### src/rtl/secb_pkg.sv
// secb_pkg: shared constants, codes and types of the saturating event counter bank.
// No dependencies; imported by every module of the block but secb_ram.
`default_nettype none

package secb_pkg;

  localparam int EVENTS = 64;
  localparam int CPUS   = 8;

  // Fixed field widths of the stream payload
  localparam int EV_FW  = 6;
  localparam int CPU_FW = 3;
  localparam int OP_FW  = 2;

  // Memory address widths
  localparam int EV_AW  = (EVENTS > 1) ? $clog2(EVENTS) : 1;
  localparam int CPU_AW = (CPUS > 1) ? $clog2(CPUS) : 1;
  localparam int PC_AW  = CPU_AW + EV_AW;

  localparam int COUNT_W = 31;
  localparam logic [COUNT_W-1:0] COUNT_LIMIT = 31'h7fffffff;

  typedef enum logic [OP_FW-1:0] {
    OP_RECORD = 2'd0,
    OP_TOTAL  = 2'd1,
    OP_CPU    = 2'd2
  } op_t;

  typedef enum logic [2:0] {
    S_CLEAR,
    S_IDLE,
    S_LOOKUP,
    S_SUM,
    S_DONE
  } state_t;

  // Requests to the shared and per-CPU counter memories
  typedef struct packed {
    logic               sh_we;
    logic [EV_AW-1:0]   sh_addr;
    logic               pc_we;
    logic [PC_AW-1:0]   pc_addr;
    logic [COUNT_W-1:0] wdata;
  } mem_req_t;

  typedef struct packed {
    logic [COUNT_W-1:0] count_value;
    logic               read_error;
  } result_t;

endpackage

`default_nettype wire

### src/rtl/secb_outreg.sv
// secb_outreg: output register of the result stream; frees the sequencer while
// a finished result waits. Depends on secb_pkg.
`default_nettype none

module secb_outreg (
  input  wire logic         clk,
  input  wire logic         rst,
  input  wire logic         in_valid,
  output logic              in_ready,
  input  secb_pkg::result_t in_data,
  output logic              out_valid,
  input  wire logic         out_ready,
  output secb_pkg::result_t out_data
);

  import secb_pkg::*;

  assign in_ready = !out_valid || out_ready;

  always_ff @(posedge clk) begin
    if (rst) begin
      out_valid <= 1'b0;
    end else if (in_valid && in_ready) begin
      out_valid <= 1'b1;
    end else if (out_ready) begin
      out_valid <= 1'b0;
    end
  end

  always_ff @(posedge clk) begin
    if (in_valid && in_ready) out_data <= in_data;
  end

endmodule

`default_nettype wire

### config.mk
export PLATFORM = sky130hd
export DESIGN_NAME = secb_outreg
export DESIGN_NICKNAME = d
export VERILOG_FILES = /design/src/rtl/secb_pkg.sv /design/src/rtl/secb_outreg.sv
export SDC_FILE = /design/constraint.sdc
export NUM_CORES = 1
export LEC_CHECK = 0
export BUFFER_PORTS_ARGS = -buffer_cell sky130_fd_sc_hd__buf_4
export CAP_MARGIN = 15
export CORE_MARGIN = 2
export CORE_UTILIZATION = 42
export DETAILED_ROUTE_END_ITERATION = 10
export PLACE_DENSITY = 0.89
export SLEW_MARGIN = 20
export SYNTH_ARGS = -nofsm -noshare
export SYNTH_HDL_FRONTEND = slang
export SYNTH_SLANG_ARGS = --single-unit
### constraint.sdc
create_clock -name clk -period 2 [get_ports clk]
set_input_delay 0.2 -clock clk [delete_from_list [all_inputs] [get_ports clk]]
set_output_delay 0.2 -clock clk [all_outputs]
set_load 0.005 [all_outputs]
# ---- Word-level counts from Yosys, hierarchy flattened
# Cells that the tools add are included.
dict set report classes {
  n_mux 2
  reduce_logical 4
}
# op n
set op_table {}
lappend op_table {{1-bit two-way mux} 2}
lappend op_table {{2-bit nonzero test} 1}
lappend op_table {{1-bit logical AND} 1}
lappend op_table {{1-bit zero test} 1}
lappend op_table {{1-bit logical OR} 1}
dict set report word_totals {
  word_cells 9
  ff_bits 33
  output_inout_bits 34
}

# ---- Depth between registers and ports, before layout
dict set report depth {
  ltp_word 4
  ltp_mapped 2
}

# ---- Least setup slack after synthesis
# OpenSTA, ideal clock, no wires.
dict set report synth_timing {
  path_type {register -> register}
  start {register out_valid}
  end {register out_data[0] (netlist name) (enable)}
  path_stages_with_launch 3
  slack_ps 909
  setup_time_ps 340
  arrival_ps 751
  path_buffers 0
  cell_sequence {dfxtp_1 > nand2b_4 > and2_4}
}
dict set report synth_via {
  elab_chain_len 3
}
# item line
set synth_lines {}
lappend synth_lines {{start: declaration} secb_outreg.sv:11} ;# output logic out_valid,
lappend synth_lines {{start signal: assignment} secb_outreg.sv:22} ;# out_valid <= 1'b0;
lappend synth_lines {{start signal: assignment} secb_outreg.sv:24} ;# out_valid <= 1'b1;
lappend synth_lines {{start signal: assignment} secb_outreg.sv:26} ;# out_valid <= 1'b0;
lappend synth_lines {{1-bit zero test} secb_outreg.sv:18} ;# assign in_ready = !out_valid || out_ready;
lappend synth_lines {{1-bit logical OR} secb_outreg.sv:18}
lappend synth_lines {{named net in_ready} secb_outreg.sv:9} ;# output logic in_ready,
lappend synth_lines {{1-bit logical AND} secb_outreg.sv:31} ;# if (in_valid && in_ready) out_data <= in_data;
lappend synth_lines {{end signal: assignment} secb_outreg.sv:31}
lappend synth_lines {{end: declaration} secb_outreg.sv:13} ;# output secb_pkg::result_t out_data
# The timed path passes the listed nets, and every way through them passes these cells.
# A chain may end at the register's enable or synchronous reset.

# ---- Worst setup path after layout
dict set report layout_timing {
  start {register out_valid}
  end {register out_data[18] (netlist name) (enable)}
}
dict set report layout_via {
  elab_chain_len 3
}
# item line
set layout_lines {}
lappend layout_lines {{1-bit zero test} secb_outreg.sv:18}
lappend layout_lines {{1-bit logical OR} secb_outreg.sv:18}
lappend layout_lines {{1-bit logical AND} secb_outreg.sv:31}
# Every way passes these cells.

==> summary.md <==
| Metric | Value |
|---|---|
| Result of the run | `finished clean` |
| Die boundary height | `53.19 um` |
| Count of fill cells added during filler insertion | `153` |
| Total leakage power | `0.0006949 uW` |
| Most used DFF post-synth | `sky130_fd_sc_hd__edfxtp_1` |
| Syn nets | `73` |
| Antenna Violating Nets Remaining | `0` |
| Post-place instance area | `1569 sq um` |
| Final Skew | `0.009735 ns` |
| Data required time of the critical path | `1.97 ns` |
| Die span in x | `53.19 um` |
| Peak supply drop | `0.0005313 V` |
| CTS resizes | `0` |
| Dominant cells by area after synthesis | `sky130_fd_sc_hd__edfxtp_1 95%, sky130_fd_sc_hd__dfxtp_1 2.0%, sky130_fd_sc_hd__nand2b_4 1.4%` |
| Final core utilization | `71.75%` |
| Cell area after synthesis | `1016 sq um` |
| Place WS | `0.8179 ns` |
| Number of buffers added for setup after CTS | `0` |
| Hold crit path type | `input pin to register` |
| Worst skew pair latency | `0.31 ns` |
| Initial Utilization | `45.06%` |
| Maximum number of pins on one net before global-route repair | `33` |
| Number of instances in the synthesized netlist | `37` |
| Wire length of the first global-routing pass | `3146 um` |
| Combinational share of power | `10.7%` |
| Flop and latch count out of synthesis | `33` |
| GRT overflow | `0` |
| DRC violations left | `0` |
| Internal power summed over all cells | `1036 uW` |
| Share of total power in the clock network | `25.7%` |
| Highest fanout seen on the critical path | `32` |
| Buffer cell driving the clock tree root | `sky130_fd_sc_hd__clkbuf_4` |
| Aggregate negative setup slack | `0 ns` |
| N_diodes | `0` |
| Switching share of power | `19.43%` |
| Final setup vio count | `0` |
| Category of the worst setup path capture point | `register` |
| Synth warn | `0` |
| Number of I/O pins | `70` |
| Total wire length after detailed routing | `2262 um` |
| Share of Yosys cell area claimed by the top area cell type | `94.58%` |
| Share of final-layout standard cells stronger than drive strength 1 | `67.54%` |
| Sequential standard cell area | `980.9 sq um` |
| Asr flop ratio synth | `0%` |
| Startpoint kind of the worst setup timing path | `register` |
| Number of rows created at floorplan | `17` |
| CTS Hold Bufs | `0` |
| Clock-pin slew of the registers on the worst-case setup and hold paths | `0.08 ns` |
| Average instance area after synthesis | `27.46 sq um` |
| Floorplan core area | `2255 sq um` |
| Share of the clock period used by the worst path | `59.29%` |
| Finished Cell Area | `1618 sq um` |
| Count of different cell masters after synthesis | `6` |
| Count leader, synth | `sky130_fd_sc_hd__edfxtp_1` |
| Max Clock Freq | `843.3 MHz` |
| Number of optimization iterations in the first detailed-route pass | `4` |
| Net count reported at finish | `149` |
| P&R area growth vs syn | `59.24%` |
| Switching power | `249.9 uW` |
| Data arrival time of the worst path | `1.16 ns` |
| Total clock buffers created by CTS | `5` |
| Max_cap viols | `0` |
| Average vias per placed instance | `4.563` |
| Number of input and output port buffers inserted | `69` |
| Via count of the first global-routing pass | `619` |
| Final Hold Vio Count | `0` |
| WL per Instance | `15.93 um` |
| Post-route setup slack | `0.8141 ns` |
| Number of sinks driven by the clock tree | `33` |
| Start-to-end type of the worst setup path | `register to register` |
| All-Layer GR Usage | `18.09%` |
| Multi-input gate area in the final layout | `31.28 sq um` |
| Total power after layout | `1286 uW` |
| Maximum level of the CTS H-tree | `2` |
| Number of antenna violations at the first check in global routing | `0` |
| Routed vias | `648` |
| Sequential share of power | `63.7%` |
| Share of synthesized area occupied by flip-flops and latches | `96.55%` |
| EDFF count, synth | `32` |
| Initial drt markers | `9` |
| Worst slew pin tran | `0.4073 ns` |
| Final weighted congestion in routability-driven placement | `0.6081` |
| Yosys top cell by area | `sky130_fd_sc_hd__edfxtp_1` |
| Slew margin rel. | `72.85%` |
| P per Cell Area | `794.9 nW/um^2` |
| Die area | `2829 sq um` |
| Slew Viols, Final | `0` |
| Shortest period the worst path allows | `1.186 ns` |
| Slack of the worst reg-to-reg path | `0.81 ns` |
| CTS tree | `done` |
| Unrepaired setup endpoints after global routing | `no` |
| Number of buffers between clock root and the deepest sink | `2` |
## power by group through the flow
stage	sequential (uW)	clock (uW)	combinational [uW]
after floorplan	838	0	17.3
after global placement	832	0	135
after detailed placement	835	0	139
after CTS	819	343	139
after global routing	823	374	149
final	819	330	137
## sequential cells by signal (all words and copies together), names as in the netlist
register / flops
out_valid: 1
out_data: 32
## cells in the final DEF, fill, tap and decap left out
master                     Yosys  final
sky130_fd_sc_hd__buf_4         0     69
sky130_fd_sc_hd__edfxtp_1     32     32
sky130_fd_sc_hd__clkbuf_4      0      5
sky130_fd_sc_hd__clkbuf_1      0      3
sky130_fd_sc_hd__nand2b_4      1      1
sky130_fd_sc_hd__and2_4        1      1
sky130_fd_sc_hd__inv_1         1      1
sky130_fd_sc_hd__a21oi_2       1      1
sky130_fd_sc_hd__dfxtp_1       1      1
## per-stage QoR
step	cells	hold WS, ns
after floorplan	37	0.2624
after global placement	134	0.3576
after detailed placement	134	0.3627
after CTS	142	0.02425
after global routing	142	0.02007
final	142	0.04010
## worst paths after layout
| check | start | to | cells past startpoint |
|---|---|---|---|
| max | out_valid | out_data[18] | 2 |
| min | rst | out_valid | 2 |
| max reg2reg | out_valid | out_data[18] | 2 |
| min reg2reg | out_valid | out_valid | 2 |
## cell type report
| class | instances | share of cell area, % |
|---|---|---|
| Tap cell | 28 | 2.166 |
| Sequential cell | 33 | 60.63 |
| Timing Repair Buffer | 69 | 32.02 |
| Clock buffer | 8 | 3.016 |
| Multi-Input combinational cell | 3 | 1.933 |
| Inverter | 1 | 0.2320 |
## routing by layer
metal	vias to the layer above	routed length, um	global-route usage (%)
met5	-	0	0
met1	288	757	18.24
met3	7	342	8.475
li1	298	-	-
met4	0	73	13.68
met2	55	1089	28.75
## cell families after synthesis
logic type	Yosys count	synth area share [%]
DFF	33	96.55
and+or+nand+nor	2	2.217
AOI/OAI and AO/OA	1	0.8622
buffers and inverters	1	0.3691
## worst max-delay path, stage by stage (launching register included)
cell and delay (ns):
sky130_fd_sc_hd__dfxtp_1 0.35, sky130_fd_sc_hd__nand2b_4 0.09, sky130_fd_sc_hd__and2_4 0.41
No activity file was read; power rests on OpenSTA's default activity.
