## config.mk

```make
export PLATFORM = sky130hd
export DESIGN_NAME = secb_ram
export DESIGN_NICKNAME = d
export VERILOG_FILES = /design/src/rtl/secb_ram.sv
export SDC_FILE = /design/constraint.sdc
export NUM_CORES = 2
export LEC_CHECK = 0
export ABC_AREA = 1
export BUFFER_PORTS_ARGS = -buffer_cell sky130_fd_sc_hd__buf_2
export CELL_PAD_IN_SITES_DETAIL_PLACEMENT = 1
export CELL_PAD_IN_SITES_GLOBAL_PLACEMENT = 1
export CORE_AREA = 2 2 464 420
export CTS_CLUSTER_SIZE = 12
export DETAILED_ROUTE_END_ITERATION = 16
export DIE_AREA = 0 0 466 422
export PLACE_DENSITY = 0.78
export SLEW_MARGIN = 20
export SYNTH_ARGS = -nofsm -noshare
export SYNTH_HDL_FRONTEND = slang
export SYNTH_SLANG_ARGS = --single-unit
```

## constraint.sdc

```tcl
create_clock -name clk -period 7.2 [get_ports clk]
set_clock_uncertainty 0.15 [all_clocks]
set_input_delay 2.16 -clock clk [delete_from_list [all_inputs] [get_ports clk]]
set_output_delay 2.16 -clock clk [all_outputs]
set_load 0.02 [all_outputs]
```

## src/rtl/secb_ram.sv

```systemverilog
// secb_ram: generic single-port synchronous RAM with registered read.
// No dependencies.
`default_nettype none

module secb_ram #(
  parameter int AW = 6,
  parameter int DW = 31
) (
  input  wire logic          clk,
  input  wire logic          we,
  input  wire logic [AW-1:0] addr,
  input  wire logic [DW-1:0] wdata,
  output logic      [DW-1:0] rdata
);

  logic [DW-1:0] mem [2**AW];

  always_ff @(posedge clk) begin
    if (we) begin
      mem[addr] <= wdata;
    end
    rdata <= mem[addr];
  end

endmodule

`default_nettype wire

```

* Word-level counts from Yosys, hierarchy flattened *
Memory sizes are Yosys's and may differ from the RTL's. A register that Yosys moved wholly into a read port is not among the register bits.
Index checks and enable logic that the tools add are counted.

storage, ports and cells
  flip-flop bits (word level) = 0
  memory bits (writable) = 1,984
  input bits = 39
  word-level logic and storage cells = 3
  memories = 1

operators by class
  multiplexer cells = 2

memories
  name  words  width  read ports  clocked after memory_dff  wr ports  RTL line  source
  mem   64     31     1           1                         1         16        logic [DW-1:0] mem [2**AW];

operators by type and width
  kind              number
  2-to-1 mux 1 bit  2

* Longest topological paths before layout *
  depth after elaboration = 2
  depth in mapped cells = 15
  gate-level depth less buffers = 11

* Least setup slack after synthesis *
OpenSTA, ideal clock, no wires.

  path kind = input-to-reg
  start point = in addr[0]
  end point = mem mem[41][0], enable pin
  setup time = 0.497 ns
  data arrival time = 5.849 ns
  slack = 0.704 ns
  stages = 6
  path buffers = 4
  cells stage by stage = buf_4 > inv_4 > buf_6 > buf_6 > buf_2 > nor4_1

RTL lines
  what                RTL line  source
  start: declaration  11        input wire logic [AW-1:0] addr,
  end: declaration    16

No word-level cell before the write port.

==> impl_results.html <==
<table>
<tr><th>Metric</th><th>Value</th></tr>
<tr><th colspan="2">Yosys</th></tr>
<tr><td>Post-Synthesis Net Count</td><td>8216</td></tr>
<tr><td>Average size of a mapped cell</td><td>about 10 um^2</td></tr>
<tr><td>Most area-consuming cells after synthesis</td><td>edfxtp_1, nand2_1, buf_2</td></tr>
<tr><td>Number of enable flip-flop cells after synthesis</td><td>roughly 2000</td></tr>
<tr><td>Sequential share of the synthesized area</td><td>a little under three quarters</td></tr>
<tr><td>Share of Yosys cell area claimed by the top area cell type</td><td>71.1%</td></tr>
<tr><td>Proportion of register bits with asynchronous set or reset after synthesis</td><td>0%</td></tr>
<tr><td>Top cell types by occurrence after synthesis</td><td>nand2_1, edfxtp_1, buf_2</td></tr>
<tr><td>Number of cells produced by synthesis</td><td>8177</td></tr>
<tr><td>Yosys cell types</td><td>21</td></tr>
<tr><td>Most common cell in the synthesized netlist</td><td>nand2_1</td></tr>
<tr><td>Number of synthesized register bits</td><td>2015</td></tr>
<tr><td>Mapped Area</td><td>between 80000 and 90000 um^2</td></tr>
<tr><td>Warning count from the yosys run</td><td>0</td></tr>
<tr><td>Area leader, netlist</td><td>edfxtp_1</td></tr>
<tr><td>Most used DFF post-synth</td><td>edfxtp_1</td></tr>
<tr><th colspan="2">Worst setup path</th></tr>
<tr><td>Reg2Reg Setup Slack</td><td>between 4000 and 5000 ps</td></tr>
<tr><td>Crit path arrival time</td><td>5770 ps</td></tr>
<tr><td>Worst reg2reg path startpoint</td><td>mem[42][14]$_DFFE_PP_</td></tr>
<tr><td>Critical R2R Capture</td><td>rdata[14]$_DFF_P_</td></tr>
<tr><td>Maximum fanout along the worst path</td><td>190</td></tr>
<tr><td>Worst setup path class</td><td>primary input to register</td></tr>
<tr><td>Most common cell type on the critical path</td><td>nand2_1</td></tr>
<tr><td>Endpoint type of the worst setup path</td><td>register</td></tr>
<tr><td>Critical path origin</td><td>addr[0]</td></tr>
<tr><td>Worst setup endpoint</td><td>rdata[16]$_DFF_P_</td></tr>
<tr><td>Critical-path cell list</td><td>buf_8 &gt; buf_12 &gt; buf_4 &gt; nand2_1 &gt; nand2_1 &gt; nand2_1 &gt; nand2_1 &gt; nand2_1 &gt; nand2_1 &gt; nand2_1 &gt; nand2_1 &gt; nor2_1 &gt; nand2_1</td></tr>
<tr><td>Crit path max-delay cell type</td><td>buf_4</td></tr>
<tr><td>R2R depth</td><td>10</td></tr>
<tr><td>Crit path launch type</td><td>primary input</td></tr>
<tr><td>Slowest stage delay, CP</td><td>around 890 ps</td></tr>
<tr><td>Required time of the worst setup path</td><td>a little under 8000 ps</td></tr>
<tr><th colspan="2">STA</th></tr>
<tr><td>Shortest clock period the worst path allows after layout</td><td>5130 ps</td></tr>
<tr><td>Setup TNS Final</td><td>0 ps</td></tr>
<tr><td>Final number of max-transition violations</td><td>0</td></tr>
<tr><td>Remaining max-slew budget at the tightest pin</td><td>between 20% and 30%</td></tr>
<tr><td>Setup violators final</td><td>0</td></tr>
<tr><td>Actual slew at the worst max-slew pin</td><td>~1100 ps</td></tr>
<tr><td>RSZ-0062 raised after global routing</td><td>no</td></tr>
<tr><td>Final Hold Viols</td><td>0</td></tr>
<tr><td>Post-route clock period utilization</td><td>71.3%</td></tr>
<tr><td>Highest clock frequency the design can meet</td><td>roughly 0.19 GHz</td></tr>
<tr><th colspan="2">Clock tree</th></tr>
<tr><td>Clock net sink count</td><td>2015</td></tr>
<tr><td>Setup fix buffers added after clock tree synthesis</td><td>0</td></tr>
<tr><td>Master cell of the clock root buffer</td><td>clkbuf_16</td></tr>
<tr><td>CTS tree</td><td>done</td></tr>
<tr><td>Resize count post-CTS</td><td>0</td></tr>
<tr><td>Maximum count of clock buffers along a single path</td><td>3</td></tr>
<tr><td>H-tree depth reported by CTS</td><td>4</td></tr>
<tr><td>Clock-pin slew of the registers on the worst-case setup and hold paths</td><td>around 60 ps</td></tr>
<tr><td>Number of buffers created by CTS</td><td>approximately 200</td></tr>
<tr><td>Hold buffer count at CTS</td><td>0</td></tr>
<tr><td>Worst-skew pair later-pin latency</td><td>~860 ps</td></tr>
<tr><th colspan="2">Routing</th></tr>
<tr><td>DRC viols</td><td>0</td></tr>
<tr><td>Detailed Routing Iterations Pass 1</td><td>7</td></tr>
<tr><td>WL final</td><td>~270000 um</td></tr>
<tr><td>Post-DR wirelength/cell</td><td>approximately 25 um</td></tr>
<tr><td>Remaining number of nets flagged by the antenna check after routing</td><td>0</td></tr>
<tr><td>DRT iter0 DRCs</td><td>around 6500</td></tr>
<tr><td>Mean number of vias per cell</td><td>approximately 5.5</td></tr>
<tr><td>Total vias in the final route</td><td>around 60000</td></tr>
<tr><th colspan="2">Cells and area</th></tr>
<tr><td>Number of fill cells in the layout</td><td>around 21000</td></tr>
<tr><td>Layout net count</td><td>8239</td></tr>
<tr><td>Layout cells sized above 1</td><td>6.74%</td></tr>
<tr><td>Sequential cell area in the final layout</td><td>roughly 60000 um^2</td></tr>
<tr><td>Multi-input gate area in the final layout</td><td>between 20000 and 25000 um^2</td></tr>
<tr><td>Fin area</td><td>between 90000 and 100000 um^2</td></tr>
<tr><td>Area growth from synthesis to layout</td><td>11.7%</td></tr>
<tr><th colspan="2">Global routing</th></tr>
<tr><td>GRT Util Overall</td><td>around 27%</td></tr>
<tr><td>Largest net degree at the start of global routing</td><td>slightly below 200</td></tr>
<tr><td>Number of global-route vias before repair</td><td>between 60000 and 70000</td></tr>
<tr><td>Number of antenna violations at the first check in global routing</td><td>15</td></tr>
<tr><td>First-pass GRT wire length</td><td>~400000 um</td></tr>
<tr><td>GRT overflow</td><td>0</td></tr>
<tr><th colspan="2">Placed design</th></tr>
<tr><td>Post-DP HPWL</td><td>approximately 150000 um</td></tr>
<tr><td>Placer's final routability congestion estimate</td><td>0.828</td></tr>
<tr><td>Number of buffer cells added on primary ports</td><td>69</td></tr>
<tr><td>Total cell area at the placement stage</td><td>between 80000 and 90000 um^2</td></tr>
<tr><th colspan="2">Floorplan</th></tr>
<tr><td>Starting Density</td><td>43.7%</td></tr>
<tr><td>Number of top-level design ports</td><td>70</td></tr>
<tr><td>Overall die width</td><td>466 um</td></tr>
<tr><td>Core Rows</td><td>about 150</td></tr>
<tr><td>Height of the die</td><td>between 400 and 500 um</td></tr>
<tr><td>Area of the die</td><td>slightly below 200000 um^2</td></tr>
<tr><td>Core ar.</td><td>roughly 190000 um^2</td></tr>
<tr><th colspan="2">Pwr</th></tr>
<tr><td>Switch Pwr</td><td>between 5 and 6 mW</td></tr>
<tr><td>Static Leakage</td><td>a little under 40 nW</td></tr>
<tr><td>Cell-internal power</td><td>approximately 19 mW</td></tr>
<tr><td>Power per standard cell area</td><td>approximately 260 nW/um^2</td></tr>
<tr><td>Sequential share of power</td><td>between 50% and 60%</td></tr>
<tr><td>Peak supply drop</td><td>about 0.00027 V</td></tr>
<tr><td>Clock network power share</td><td>40.9%</td></tr>
<tr><td>Switching share of power</td><td>a little under a quarter</td></tr>
<tr><td>Comb pwr share</td><td>6.6%</td></tr>
<tr><th colspan="2">Worst hold path</th></tr>
<tr><td>Path category of the worst min-delay check</td><td>register to register</td></tr>
<tr><th colspan="2">Run status</th></tr>
<tr><td>Outcome</td><td>finished, final reports clean</td></tr>
<tr><th colspan="2">Flow run</th></tr>
<tr><td>Maximum capacitance violations</td><td>0</td></tr>
</table>
==> metal layers <==
metal / global-route usage (%) / routed length, um / vias up
li1: - / - / 26400
met1: 36.5 / 111000 / 30300
met2: 45.3 / 130000 / 2341
met3: 4.69 / 20600 / 488
met4: 9.13 / 8750 / 2
met5: 0 / 11 / -
==> power groups by stage <==
stage | clock, mW | sequential [mW] | combinational, mW
after detailed placement | 0 | 13.3 | 1.60
after global routing | 10.6 | 13.0 | 1.77
after floorplan | 0 | 13.3 | 0.831
final | 10.1 | 13.0 | 1.63
after global placement | 0 | 13.3 | 1.53
after CTS | 10.2 | 13.0 | 1.62
==> registers in the layout (all words and copies together) (netlist names) <==
register / count
mem: 1984
rdata: 31
==> cell families (layout without fill, tap and decap cells) <==
kind of cell | count (synthesis) | in the layout | synth area share, %
AO/OA/AOI/OAI | 14 | 14 | 0.104
buffers and inverters | 439 | 617 | 2.48
flip-flops | 2015 | 2015 | 71.8
other | 0 | 6 | 0
AND/OR/NAND/NOR | 5709 | 5709 | 25.6
==> how the worst min path moves through the flow <==
stage | startpoint | cells past startpoint | end
floorplan | mem[23][29]$_DFFE_PP_ | 6 | rdata[29]$_DFF_P_
global route | mem[18][4]$_DFFE_PP_ | 10 | rdata[4]$_DFF_P_
global placement | mem[14][19]$_DFFE_PP_ | 10 | rdata[19]$_DFF_P_
CTS | mem[20][4]$_DFFE_PP_ | 10 | rdata[4]$_DFF_P_
finish | mem[20][4]$_DFFE_PP_ | 10 | rdata[4]$_DFF_P_
detailed placement | mem[20][4]$_DFFE_PP_ | 10 | rdata[4]$_DFF_P_
==> cell type report <==
type | count | area share, %
multi-input combinational | 5723 | 23.6
clock inverter | 63 | 0.550
clock buffer | 298 | 6.05
antenna | 6 | 0.0160
inverter | 29 | 0.150
timing repair buffer | 227 | 1.99
sequential | 2015 | 64.3
tap | 2557 | 3.42
==> critical path: cells and delay by family <==
| family | cells | cell delay, ps |
|---|---|---|
| simple gates | 10 | 1400 |
| buf+inv | 3 | 1790 |
==> cell usage in the layout (no fill, tap or decap), types with 7 or more instances in the layout <==
| cell type | n |
|---|---|
| clkbuf_8 | 12 |
| clkinv_1 | 27 |
| clkbuf_1 | 78 |
| clkbuf_16 | 208 |
| o211ai_1 | 7 |
| inv_1 | 26 |
| buf_2 | 65 |
| nand2_1 | 5546 |
| buf_4 | 137 |
| edfxtp_1 | 1984 |
| nand3_1 | 11 |
| nor2_1 | 72 |
| nor2_4 | 62 |
| dfxtp_1 | 31 |
| nor3_2 | 8 |
| buf_12 | 19 |
| clkinv_2 | 19 |
==> metrics by stage <==
| step | util [%] | power, mW | hold slack, ps | setup slack, ps | cells |
|---|---|---|---|---|---|
| after CTS | 48.8 | 24.9 | 669 | 2250 | 10900 |
| final | 48.8 | 24.8 | 661 | 2070 | 10900 |
| after global placement | 45.5 | 14.8 | 634 | 1530 | 10500 |
| after detailed placement | 45.5 | 14.9 | 656 | 1410 | 10600 |
| after floorplan | - | 14.1 | 449 | 704 | 8177 |
| after global routing | 48.8 | 25.4 | 754 | 2000 | 10900 |
(Power assumes the default switching activity.)
