===== config.mk =====
export PLATFORM = sky130hd
export DESIGN_NAME = secb_ctrl
export DESIGN_NICKNAME = d
export VERILOG_FILES = /design/src/rtl/secb_pkg.sv /design/src/rtl/secb_ctrl.sv
export SDC_FILE = /design/constraint.sdc
export NUM_CORES = 1
export LEC_CHECK = 0
export ABC_AREA = 0
export BUFFER_PORTS_ARGS = -buffer_cell sky130_fd_sc_hd__buf_4
export CAP_MARGIN = 30
export CORE_MARGIN = 2
export CORE_UTILIZATION = 40
export CTS_CLUSTER_SIZE = 20
export DETAILED_ROUTE_END_ITERATION = 16
export PLACE_DENSITY = 0.66
export RECOVER_POWER = 50
export SYNTH_ARGS = -nofsm -noshare
export SYNTH_HDL_FRONTEND = slang
export SYNTH_SLANG_ARGS = --single-unit

===== constraint.sdc =====
create_clock -name clk -period 4.3 [get_ports clk]
set_input_delay 0.43 -clock clk [delete_from_list [all_inputs] [get_ports clk]]
set_output_delay 0.43 -clock clk [all_outputs]
set_load 0.05 [all_outputs]

===== src/rtl/secb_pkg.sv =====
// secb_pkg: shared constants, codes and types of the saturating event counter bank.
// No dependencies; imported by every module of the block but secb_ram.
`default_nettype none

package secb_pkg;

  localparam int EVENTS = 64;
  localparam int CPUS   = 8;

  // Fixed field widths of the stream payload
  localparam int EV_FW  = 6;
  localparam int CPU_FW = 3;
  localparam int OP_FW  = 2;

  // Memory address widths
  localparam int EV_AW  = (EVENTS > 1) ? $clog2(EVENTS) : 1;
  localparam int CPU_AW = (CPUS > 1) ? $clog2(CPUS) : 1;
  localparam int PC_AW  = CPU_AW + EV_AW;

  localparam int COUNT_W = 31;
  localparam logic [COUNT_W-1:0] COUNT_LIMIT = 31'h7fffffff;

  typedef enum logic [OP_FW-1:0] {
    OP_RECORD = 2'd0,
    OP_TOTAL  = 2'd1,
    OP_CPU    = 2'd2
  } op_t;

  typedef enum logic [2:0] {
    S_CLEAR,
    S_IDLE,
    S_LOOKUP,
    S_SUM,
    S_DONE
  } state_t;

  // Requests to the shared and per-CPU counter memories
  typedef struct packed {
    logic               sh_we;
    logic [EV_AW-1:0]   sh_addr;
    logic               pc_we;
    logic [PC_AW-1:0]   pc_addr;
    logic [COUNT_W-1:0] wdata;
  } mem_req_t;

  typedef struct packed {
    logic [COUNT_W-1:0] count_value;
    logic               read_error;
  } result_t;

endpackage

`default_nettype wire


===== src/rtl/secb_ctrl.sv =====
// secb_ctrl: sequencer for the counter bank: clear sweep, read-modify-write of
// counters and the per-CPU summing walk. Depends on secb_pkg.
`default_nettype none

module secb_ctrl (
  input  wire logic                            clk,
  input  wire logic                            rst,
  input  wire logic                            per_cpu_split,
  input  wire logic                            in_valid,
  output logic                                 in_ready,
  input  wire logic [secb_pkg::OP_FW-1:0]      in_op,
  input  wire logic [secb_pkg::EV_FW-1:0]      in_ev,
  input  wire logic [secb_pkg::CPU_FW-1:0]     in_cpu,
  input  wire logic [secb_pkg::COUNT_W-1:0]    sh_rdata,
  input  wire logic [secb_pkg::COUNT_W-1:0]    pc_rdata,
  output secb_pkg::mem_req_t                   mem,
  output logic                                 res_valid,
  input  wire logic                            res_ready,
  output secb_pkg::result_t                    res
);

  import secb_pkg::*;

  state_t             state;
  state_t             state_next;
  op_t                op_q;
  logic [EV_AW-1:0]   ev_q;
  logic [CPU_AW-1:0]  cpu_q;
  logic               split_q;
  logic               err_q;
  logic [COUNT_W-1:0] value_q;
  logic [CPU_AW-1:0]  idx;
  logic [PC_AW-1:0]   clr;

  logic               ev_ok;
  logic               cpu_ok;
  logic               in_err;
  logic [COUNT_W:0]   sum_wide;
  logic [COUNT_W-1:0] sum_sat;
  logic [COUNT_W-1:0] cur;
  logic [COUNT_W-1:0] bumped;
  logic [CPU_AW-1:0]  sel_cpu;

  assign ev_ok  = (in_ev != '0) && ({1'b0, in_ev} < (EV_FW+1)'(EVENTS));
  assign cpu_ok = {1'b0, in_cpu} < (CPU_FW+1)'(CPUS);

  // Error outcome of a read decided at accept
  always_comb begin
    case (op_t'(in_op))
      OP_TOTAL: in_err = !ev_ok;
      OP_CPU:   in_err = !(ev_ok && cpu_ok && per_cpu_split);
      default:  in_err = 1'b0;
    endcase
  end

  assign sum_wide = {1'b0, value_q} + {1'b0, pc_rdata};
  assign sum_sat  = sum_wide[COUNT_W] ? COUNT_LIMIT : sum_wide[COUNT_W-1:0];
  assign cur      = split_q ? pc_rdata : sh_rdata;
  assign bumped   = (cur == COUNT_LIMIT) ? cur : cur + 1'b1;
  assign sel_cpu  = (op_t'(in_op) == OP_TOTAL) ? '0 : CPU_AW'(in_cpu);

  // Next state
  always_comb begin
    state_next = state;
    case (state)
      S_CLEAR: begin
        if (clr == '1) state_next = S_IDLE;
      end
      S_IDLE: begin
        if (in_valid) begin
          case (op_t'(in_op))
            OP_RECORD: begin
              if (ev_ok && (!per_cpu_split || cpu_ok)) state_next = S_LOOKUP;
            end
            OP_TOTAL: begin
              if (!ev_ok) state_next = S_DONE;
              else if (per_cpu_split) state_next = S_SUM;
              else state_next = S_LOOKUP;
            end
            OP_CPU: begin
              state_next = in_err ? S_DONE : S_LOOKUP;
            end
            default: state_next = S_IDLE;
          endcase
        end
      end
      S_LOOKUP: begin
        state_next = (op_q == OP_RECORD) ? S_IDLE : S_DONE;
      end
      S_SUM: begin
        if (idx == CPU_AW'(CPUS - 1)) state_next = S_DONE;
      end
      S_DONE: begin
        if (res_ready) state_next = S_IDLE;
      end
      default: state_next = S_IDLE;
    endcase
  end

  // Outputs: handshake and memory requests
  always_comb begin
    in_ready     = 1'b0;
    res_valid    = 1'b0;
    mem.sh_we    = 1'b0;
    mem.pc_we    = 1'b0;
    mem.sh_addr  = ev_q;
    mem.pc_addr  = {cpu_q, ev_q};
    mem.wdata    = bumped;
    case (state)
      S_CLEAR: begin
        mem.sh_we   = 1'b1;
        mem.pc_we   = 1'b1;
        mem.sh_addr = clr[EV_AW-1:0];
        mem.pc_addr = clr;
        mem.wdata   = '0;
      end
      S_IDLE: begin
        in_ready    = 1'b1;
        mem.sh_addr = EV_AW'(in_ev);
        mem.pc_addr = {sel_cpu, EV_AW'(in_ev)};
      end
      S_LOOKUP: begin
        mem.sh_we = (op_q == OP_RECORD) && !split_q;
        mem.pc_we = (op_q == OP_RECORD) && split_q;
      end
      S_SUM: begin
        mem.pc_addr = {CPU_AW'(idx + 1'b1), ev_q};
      end
      S_DONE: begin
        res_valid = 1'b1;
      end
      default: ;
    endcase
  end

  assign res.count_value = value_q;
  assign res.read_error  = err_q;

  always_ff @(posedge clk) begin
    if (rst) begin
      state <= S_CLEAR;
      clr   <= '0;
    end else begin
      state <= state_next;
      if (state == S_CLEAR) clr <= clr + 1'b1;
    end
  end

  // Datapath registers
  always_ff @(posedge clk) begin
    case (state)
      S_IDLE: begin
        op_q    <= op_t'(in_op);
        ev_q    <= EV_AW'(in_ev);
        cpu_q   <= sel_cpu;
        split_q <= per_cpu_split;
        err_q   <= in_err;
        value_q <= '0;
        idx     <= '0;
      end
      S_LOOKUP: begin
        value_q <= (op_q == OP_TOTAL) ? sh_rdata : pc_rdata;
      end
      S_SUM: begin
        value_q <= sum_sat;
        idx     <= CPU_AW'(idx + 1'b1);
      end
      default: ;
    endcase
  end

endmodule

`default_nettype wire


# [Word-level counts from Yosys, hierarchy flattened]
# Cells that the tools add are included.
[word_totals] register_bits=59
[op_classes] reduce_logical=13 n_eq_ne=15 mux=26 add_sub_neg=4
[ops] operator="2-to-1 mux 31 bit" count=5
[ops] operator="case mux 31 bit (3 select lines)" count=1
[ops] operator="adder 31 x 31 -> 32 bit" count=1
[ops] operator="adder 31 x 1 -> 31 bit (second input constant)" count=1
[ops] operator="equality test 31 bit (second input constant)" count=1
[ops] operator="2-to-1 mux 3 bit" count=9
[ops] operator="case mux 9 bit (3 select lines)" count=1
[ops] operator="case mux 3 bit (5 select lines)" count=1
[ops] operator="case mux 6 bit (2 select lines)" count=1
[ops] operator="adder 9 x 1 -> 9 bit (second input constant)" count=1
[ops] operator="equality test 9 bit (second input constant)" count=1
[ops] operator="case mux 3 bit (3 select lines)" count=1
[ops] operator="inequality test 2 bit (second input constant)" count=4
[ops] operator="equality test 3 x 2 -> 1 bit (second input constant)" count=2
[ops] operator="equality test 3 bit (second input constant)" count=2
[ops] operator="case mux 1 bit (2 select lines)" count=3
[ops] operator="case mux 3 bit (2 select lines)" count=1
[ops] operator="nonzero test 6 bit" count=1
[ops] operator="AND reduction 5 bit" count=1
[ops] operator="equality test 2 x 1 -> 1 bit (second input constant)" count=2
[ops] operator="zero test 2 bit" count=2
[ops] operator="adder 3 x 1 -> 3 bit (second input constant)" count=1
[ops] operator="equality test 3 x 1 -> 1 bit (second input constant)" count=1
[ops] operator="logical AND 1 bit" count=3
[ops] operator="other kinds (7)" count=11

# [Longest topological paths before layout]
# Gate-level depths: netlist of run 1.
[depth] depth_word=8 mapped_depth=13

# [Worst setup path after synthesis of run 1]
# OpenSTA, ideal clock, no wires.
[synth_timing] path_type="flip-flop to output port" startpoint="reg split_q" endpoint="out mem[3] (netlist bit)" required_ns=3.870 arrival_time_ns=4.286 n_path_buf=4 path_slack_ns=-0.416 path_stages_with_launch=12 path_cell_list="edfxtp_1 -> buf_6 -> buf_6 -> buf_2 -> buf_1 -> mux2_2 -> ha_1 -> o21ai_1 -> or4_4 -> nor3_4 -> nor2_1 -> a2111oi_1"
[synth_lines] item="start, declared" line="secb_ctrl.sv:29" rtl="logic split_q;"
[synth_lines] item="start signal, assigned" line="secb_ctrl.sv:156" rtl="split_q <= per_cpu_split;"
[synth_lines] item="end, declared" line="secb_ctrl.sv:16" rtl="output secb_pkg::mem_req_t mem,"

==> results of run 1 <==
[per-stage QoR]
step | cell area, sq um | setup WS, ps | total power (uW) | hold WS [ps] | cells
2_1_floorplan | 6290 | 10.68 | 3206 | 453.9 | 774
3_3_place_gp | 7641 | 742.4 | 4094 | 468.2 | 1110
3_5_place_dp | 7641 | 652.1 | 4091 | 483.6 | 1110
4_1_cts | 7941 | 266.6 | 4850 | 270.8 | 1126
5_1_grt | 7775 | 37.48 | 5035 | 348.7 | 1126
6_report | 7775 | 237.1 | 4776 | 336.1 | 1126
[sequential cells by signal, indices dropped and copies added (netlist names)]
signal / count
clr: 9
cpu_q: 3
err_q: 1
ev_q: 6
idx: 3
op_q: 2
split_q: 1
state: 3
value_q: 31
[cell families (layout without fill, tap and decap cells)]
family | Yosys count | count (layout)
AND/OR/NAND/NOR | 272 | 272
AO/OA/AOI/OAI | 224 | 224
multiplexers | 68 | 68
flip-flops | 59 | 59
buffers and inverters | 56 | 197
XOR/XNOR | 54 | 54
adder cells (fa/ha/maj) | 41 | 41
[worst paths after layout]
kind	from	to	slack, ps	cells past startpoint
worst max-delay path	split_q$_DFFE_PP_	mem[29]	240	10
worst min-delay path	in_ev[0]	ev_q[0]$_DFFE_PP_	340	1
worst max register to register	value_q[0]$_DFFE_PP_	value_q[28]$_DFFE_PP_	930	10
worst min register to register	clr[8]$_SDFFE_PP0N_	clr[8]$_SDFFE_PP0N_	500	2
[final cells by class]
class / instances / area (sq um) / area share
Tap cell: 211 / 264.0 / 0.03396
Multi-Input combinational cell: 659 / 4410 / 0.5673
Inverter: 13 / 48.80 / 0.006276
Sequential cell: 59 / 1652 / 0.2124
Timing Repair Buffer: 168 / 1100 / 0.1415
Clock inverter: 4 / 32.53 / 0.004184
Clock buffer: 12 / 267.8 / 0.03444
[report_power, final]
part / switching, uW / total [uW] / internal [uW] / leakage [uW]
clock: 302 / 746 / 443 / 0.000140
combinational: 2150 / 3090 / 946 / 0.00251
sequential: 117 / 936 / 819 / 0.000537
[per-layer routing]
metal	up-vias	track usage
met3	30	0.05863
li1	3140	-
met1	2975	0.3384
met4	0	0.07161
met2	266	0.3858
met5	-	0
[cells in the final DEF (no fill, tap or decap), types with 9 or more instances in the layout]
master | synthesis | layout
nand3_1 | 36 | 36
inv_1 | 13 | 13
a31oi_1 | 10 | 10
and3_1 | 10 | 10
clkbuf_1 | 34 | 44
o21ai_0 | 89 | 89
nand3b_1 | 9 | 9
dfxtp_1 | 12 | 12
buf_4 | 1 | 125
a21oi_1 | 49 | 48
clkbuf_16 | 0 | 10
nor3_1 | 16 | 15
mux2_2 | 9 | 9
xnor2_1 | 37 | 37
ha_1 | 40 | 40
nor2_1 | 82 | 81
nand2_1 | 65 | 65
xor2_1 | 17 | 17
edfxtp_1 | 47 | 47
nand4_1 | 9 | 9
mux2i_1 | 58 | 58
a21o_1 | 15 | 15
==> impl_results.md, run 1 <==
- Clock Pin Slew Worst Setup and Hold Paths: 60 ps
- Die Wd: 129.3 um
- Post-DP HPWL: 16,080 um
- Final design utilization: 0.5096
- Min-delay worst type: primary input to flip-flop
- IO Pins: 160
- Post-synthesis simple-gate area fraction: 0.2131
- Final setup viols: 0
- Syn nets: 893
- WL final: 20,750 um
- Crit Path Category: flip-flop to primary output
- Largest area contributor in the netlist: edfxtp_1
- Met3 WL post-DR: 1767 um
- Vias: 6,411
- Via/cell ratio: 5.694
- Synth Register Bits: 59
- Crit-path cells: buf_4 -> mux2i_1 -> a211oi_2 -> and4_1 -> a311o_2 -> nor3b_4 -> and4_1 -> nand3_1 -> a21oi_2 -> buf_4
- Worst VDD drop: 0.5682 mV
- Period minus WS final: 4063 ps
- Slew Limit Headroom: -0.3206
- Antenna violations before repair: 0
- Drt wl/cell: 18.43 um
- Overflow after GRT: 0
- Slowest-stage cell, CP: a311o_2
- Seq/Total Area, Yosys: 0.2632
- Fillers: 1,546
- Share of cells above drive strength 1: 0.1825
- Synthesized cell area: 6276 sq um
- F_max: 246.1 MHz
- Total Routing Usage GR: 0.2461
- First-pass iteration count of the detailed router: 6
- Failing checks: max-capacitance violations, max-slew violations
- Layout net count: 1,029
- H-Tree Depth: 3
- DRT iter0 DRCs: 592
- M1 wire length: 9466 um
- Post-CTS setup buffer count: 0
- Period utilization: 0.9449
- First-pass GRT wire length: 31,850 um
- Final Skew: 13.39 ps
- Bufs and invs on worst path: 2
- DRC Markers: 0
- Delay-heaviest family, CP: simple AND/OR/NAND/NOR gates
- Post-synth ARST share: 0
- Worst Path Arrival: 3630 ps
- Post-CTS sizing: 0
- Total Neg Setup Slack: 0 ps
- CTS Buffer Depth: 2
- Pwr/cell area: 614.2 nW/um^2
- IO Port Bufs: 159
- Final antenna diode count: 0
- Yosys warns: 0
- Post-synthesis adder-cell area fraction: 0.08293
- Initial core utilization: 0.4113
- Compound-gate portion of the synthesized area: 0.2167
- CP Launch Type: flip-flop
- Worst Path Max Fanout: 34
- Largest net degree at the start of global routing: 35
- Highest metal used: met4
- Top-count cell post-synth: o21ai_0
- Cell Rows: 45
- Synth Area per Inst: 8.109 sq um
- Critical Path RT: 3870 ps
- CTS sink cnt: 59
- Number of synthesized flops with an enable pin: 47
- Final Max Slew Viols: 32
- Synth area leaders: edfxtp_1, mux2i_1, ha_1
- GP Congestion: 0.9506
- Later-pin clock latency in the skew report: 350 ps
- Largest family of logic cells by synthesized area: compound AO/OA/AOI/OAI gates
- Hold buffer count at cts: 0
- Proportion of synthesized area in mux cells: 0.1108
- Area Growth Syn to Fin: 23.88%
- Main synth FF type: edfxtp_1
- Vias in the first global route: 5,979
- Maxcap violations: 1
- Netlist cell types: 68
- CTS root buf: clkbuf_16
- Post-synth top cells: o21ai_0, nor2_1, nand2_1, mux2i_1, a21oi_1
- Slew at the pin with the worst max-slew slack: 1981 ps
- Status: finished, violations left
- Standby leakage power: 0.003190 uW
- Routed wl met2: 9090 um
- Post-Synth XOR/XNOR Area: 0.07536
- Share of the synthesized area in the top cell type: 0.2249
- RSZ-0062 raised after global routing: no
- Largest stage delay, worst path: 440 ps
- Die area: 16,710 sq um
- Cts bufs inserted: 9
- Die Ht: 129.3 um
- Core area: 15,260 sq um
- Crit. End Element: primary output
- Post-DRT Antenna Nets: 0
- Hold Violations, Final: 0
- CTS tree: built
- Synth Instances: 774
(Power assumes the default switching activity.)
==> run 2: changes to the inputs <==
--- a/config.mk
+++ b/config.mk
@@ -6,7 +6,7 @@
 export NUM_CORES = 1
 export LEC_CHECK = 0
 export ABC_AREA = 0
-export BUFFER_PORTS_ARGS = -buffer_cell sky130_fd_sc_hd__buf_4
+export BUFFER_PORTS_ARGS = -buffer_cell sky130_fd_sc_hd__buf_2
 export CAP_MARGIN = 30
 export CORE_MARGIN = 2
 export CORE_UTILIZATION = 40
==> run 2 against run 1 <==
The flow still finishes with violations (max-capacitance violations, max-slew violations). Sequential share of layout area grew 0.76 points. Hold slack got worse by 3.8 ps. Combinational power fell by 4%. Sequential power hardly changed. Largest cell class unchanged. Fmax is essentially flat. Critical path type unchanged. Largest power group unchanged. Highest routed layer unchanged. Wire length shrank 0.54%. Setup slack better by 0.51 ps. Die area unchanged. Flip-flop and latch count stayed put. Register-to-register slack improved by 50 ps.
==> impl_results.md, run 2 (synthesized netlist as in run 1, its figures left out) <==
- Post-DP HPWL: 15,900 um (-1.1%)
- Hold buffer count at cts: 0 (unchanged)
- Core area: 15,260 sq um (unchanged)
- Initial core utilization: 0.4113 (unchanged)
- Dpl ws: 638.0 ps (-14.11 ps)
- Cell Rows: 45 (unchanged)
- Slowest-stage cell, CP: a311o_2
- Largest register by flop count: value_q
- Area Growth Syn to Fin: 19.60%
- Period minus WS final: 4062 ps (-0.5120 ps)
- Period utilization: 0.9447 (about the same)
- Worst Hold Launch: in_ev[2]
- Post-DRT Antenna Nets: 0 (unchanged)
- R2R cell count: 9 (-1)
- F_max: 246.2 MHz (about the same)
- Cts bufs inserted: 9 (unchanged)
- Worst Hold Path EP: ev_q[2]$_DFFE_PP_
- Drt wl/cell: 18.33 um (-0.54%)
- Fillers: 1,592 (+3.0%)
- First-pass GRT wire length: 31,340 um (-1.6%)
- IO Pins: 160 (unchanged)
- Dpl cells: 1,110 (unchanged)
- IO Port Bufs: 159 (unchanged)
- Standby leakage power: 0.003143 uW (-1.5%)
- Worst Path Max Fanout: 39 (+15%)
- DRC Markers: 0 (unchanged)
- Total Routing Usage GR: 0.2442 (-0.001899)
- Min-delay worst type: primary input to flip-flop
- Worst VDD drop: 0.4913 mV (-14%)
- CP Launch Type: flip-flop
- Final antenna diode count: 0 (unchanged)
- Fin worst setup slack: 237.6 ps (+0.5120 ps)
- Pwr/cell area: 626.3 nW/um^2 (+2.0%)
- DRT iter0 DRCs: 723 (+22%)
- H-Tree Depth: 3 (unchanged)
- GP Congestion: 0.9758 (+2.7%)
- Vias in the first global route: 5,882 (-1.6%)
- Largest stage delay, worst path: 460 ps (+20 ps)
- Slew Limit Headroom: -0.3808 (-0.06015)
- Final Max Slew Viols: 32 (unchanged)
- Post-CTS sizing: 0 (unchanged)
- Final setup viols: 0 (unchanged)
- Largest regs: value_q: 31 flops, clr: 9 flops, ev_q: 6 flops
- CTS Buffer Depth: 2 (unchanged)
- Worst Hold Depth: 1 (unchanged)
- Most common cell after layout, fill and taps aside: buf_2
- Die area: 16,710 sq um (unchanged)
- Bufs and invs on worst path: 2 (unchanged)
- Antenna violations before repair: 0 (unchanged)
- Final design utilization: 0.4919 (-0.01763)
- Slew at the pin with the worst max-slew slack: 2071 ps (+90.23 ps)
- Status: finished, violations left
- Maxcap violations: 1 (unchanged)
- Die Ht: 129.3 um (unchanged)
- Crit. End Element: primary output
- Failing checks: max-capacitance violations, max-slew violations
- Layout net count: 1,029 (unchanged)
- Delay-heaviest family, CP: simple AND/OR/NAND/NOR gates
- Share of cells above drive strength 1: 0.1825 (unchanged)
- Die Wd: 129.3 um (unchanged)
- Post-CTS setup buffer count: 0 (unchanged)
- Worst Path Arrival: 3630 ps (about the same)
- Max reg flops: 31 (unchanged)
- RSZ-0062 raised after global routing: no
- Vias: 6,553 (+2.2%)
- Overflow after GRT: 0 (unchanged)
- WL final: 20,640 um (-0.54%)
- Reg2Reg Setup Slack: 980 ps (+50 ps)
- Later-pin clock latency in the skew report: 350 ps (about the same)
- Hold_ws: 332.3 ps (-3.807 ps)
- Hold Violations, Final: 0 (unchanged)
- Critical Path RT: 3870 ps (about the same)
- CTS tree: built
- Clock Pin Slew Worst Setup and Hold Paths: 60 ps (about the same)
- Reg2reg end: value_q[29]$_DFFE_PP_
- Crit-path cells: buf_12 -> mux2_2 -> ha_1 -> o21ai_1 -> nor4_1 -> a311o_2 -> nor3b_4 -> and4_1 -> nand3_1 -> a21oi_2 -> buf_2
- Crit Path Category: flip-flop to primary output
- Largest net degree at the start of global routing: 40 (+14%)
- Most frequent cells in the layout: buf_2, o21ai_0, nor2_1
- CTS sink cnt: 59 (unchanged)
- Final Skew: 13.22 ps (-0.1767 ps)
- CTS root buf: clkbuf_16
- First-pass iteration count of the detailed router: 5 (-1)
- Worst r2r src: value_q[8]$_DFFE_PP_
- Final std cells w/o fill: 1,126 (unchanged)
- Total Neg Setup Slack: 0 ps (unchanged)
- Via/cell ratio: 5.820 (+2.2%)
[run 2: cell types whose count changed in the layout (fill, tap and decap cells not counted)]
cell | before | now
buf_4 | 125 | 6
buf_2 | 0 | 118
and2_0 | 2 | 1
and2_1 | 4 | 5
buf_12 | 0 | 1
bufinv_16 | 0 | 1
clkbuf_8 | 1 | 0
clkinv_2 | 0 | 1
clkinvlp_4 | 2 | 1
[run 2: routing by layer]
layer | vias up | part of all wire | GRT usage
li1 | 3140 | - | -
met1 | 3061 | 0.45 | 0.3321
met2 | 323 | 0.44 | 0.3833
met3 | 29 | 0.095 | 0.05367
met4 | 0 | 0.022 | 0.08632
met5 | - | 0 | 0
[run 2: power breakdown]
group / internal (uW) / switching [uW]
combinational: 831 / 2150
clock: 485 / 302
sequential: 819 / 115
total: 2140 / 2560
[run 2: cell type report]
cell class                      count  area, sq um  share of cell area
Tap cell                          211        264.0             0.03517
Inverter                           13        48.80            0.006501
Clock buffer                       11        254.0             0.03384
Multi-Input combinational cell    659         4410              0.5876
Sequential cell                    59         1652              0.2200
Clock inverter                      5        60.06            0.008001
Timing Repair Buffer              168        817.0              0.1089
[run 2: worst max-delay path by stage]
| stage | from | end | slack, ps | cells past startpoint |
|---|---|---|---|---|
| after floorplan | split_q$_DFFE_PP_ | mem[6] | 10 | 11 |
| after global placement | split_q$_DFFE_PP_ | mem[29] | 710 | 11 |
| after detailed placement | split_q$_DFFE_PP_ | mem[29] | 640 | 11 |
| after CTS | split_q$_DFFE_PP_ | mem[29] | 240 | 11 |
| after global routing | split_q$_DFFE_PP_ | mem[29] | 40 | 11 |
| final | split_q$_DFFE_PP_ | mem[29] | 240 | 11 |
[run 2: through the flow]
step                      total power [uW]  area [sq um]
after floorplan                       3206          6290
after detailed placement              3910          7256
after CTS                             4710          7570
after global placement                3905          7256
after global routing                  4954          7506
final                                 4701          7506
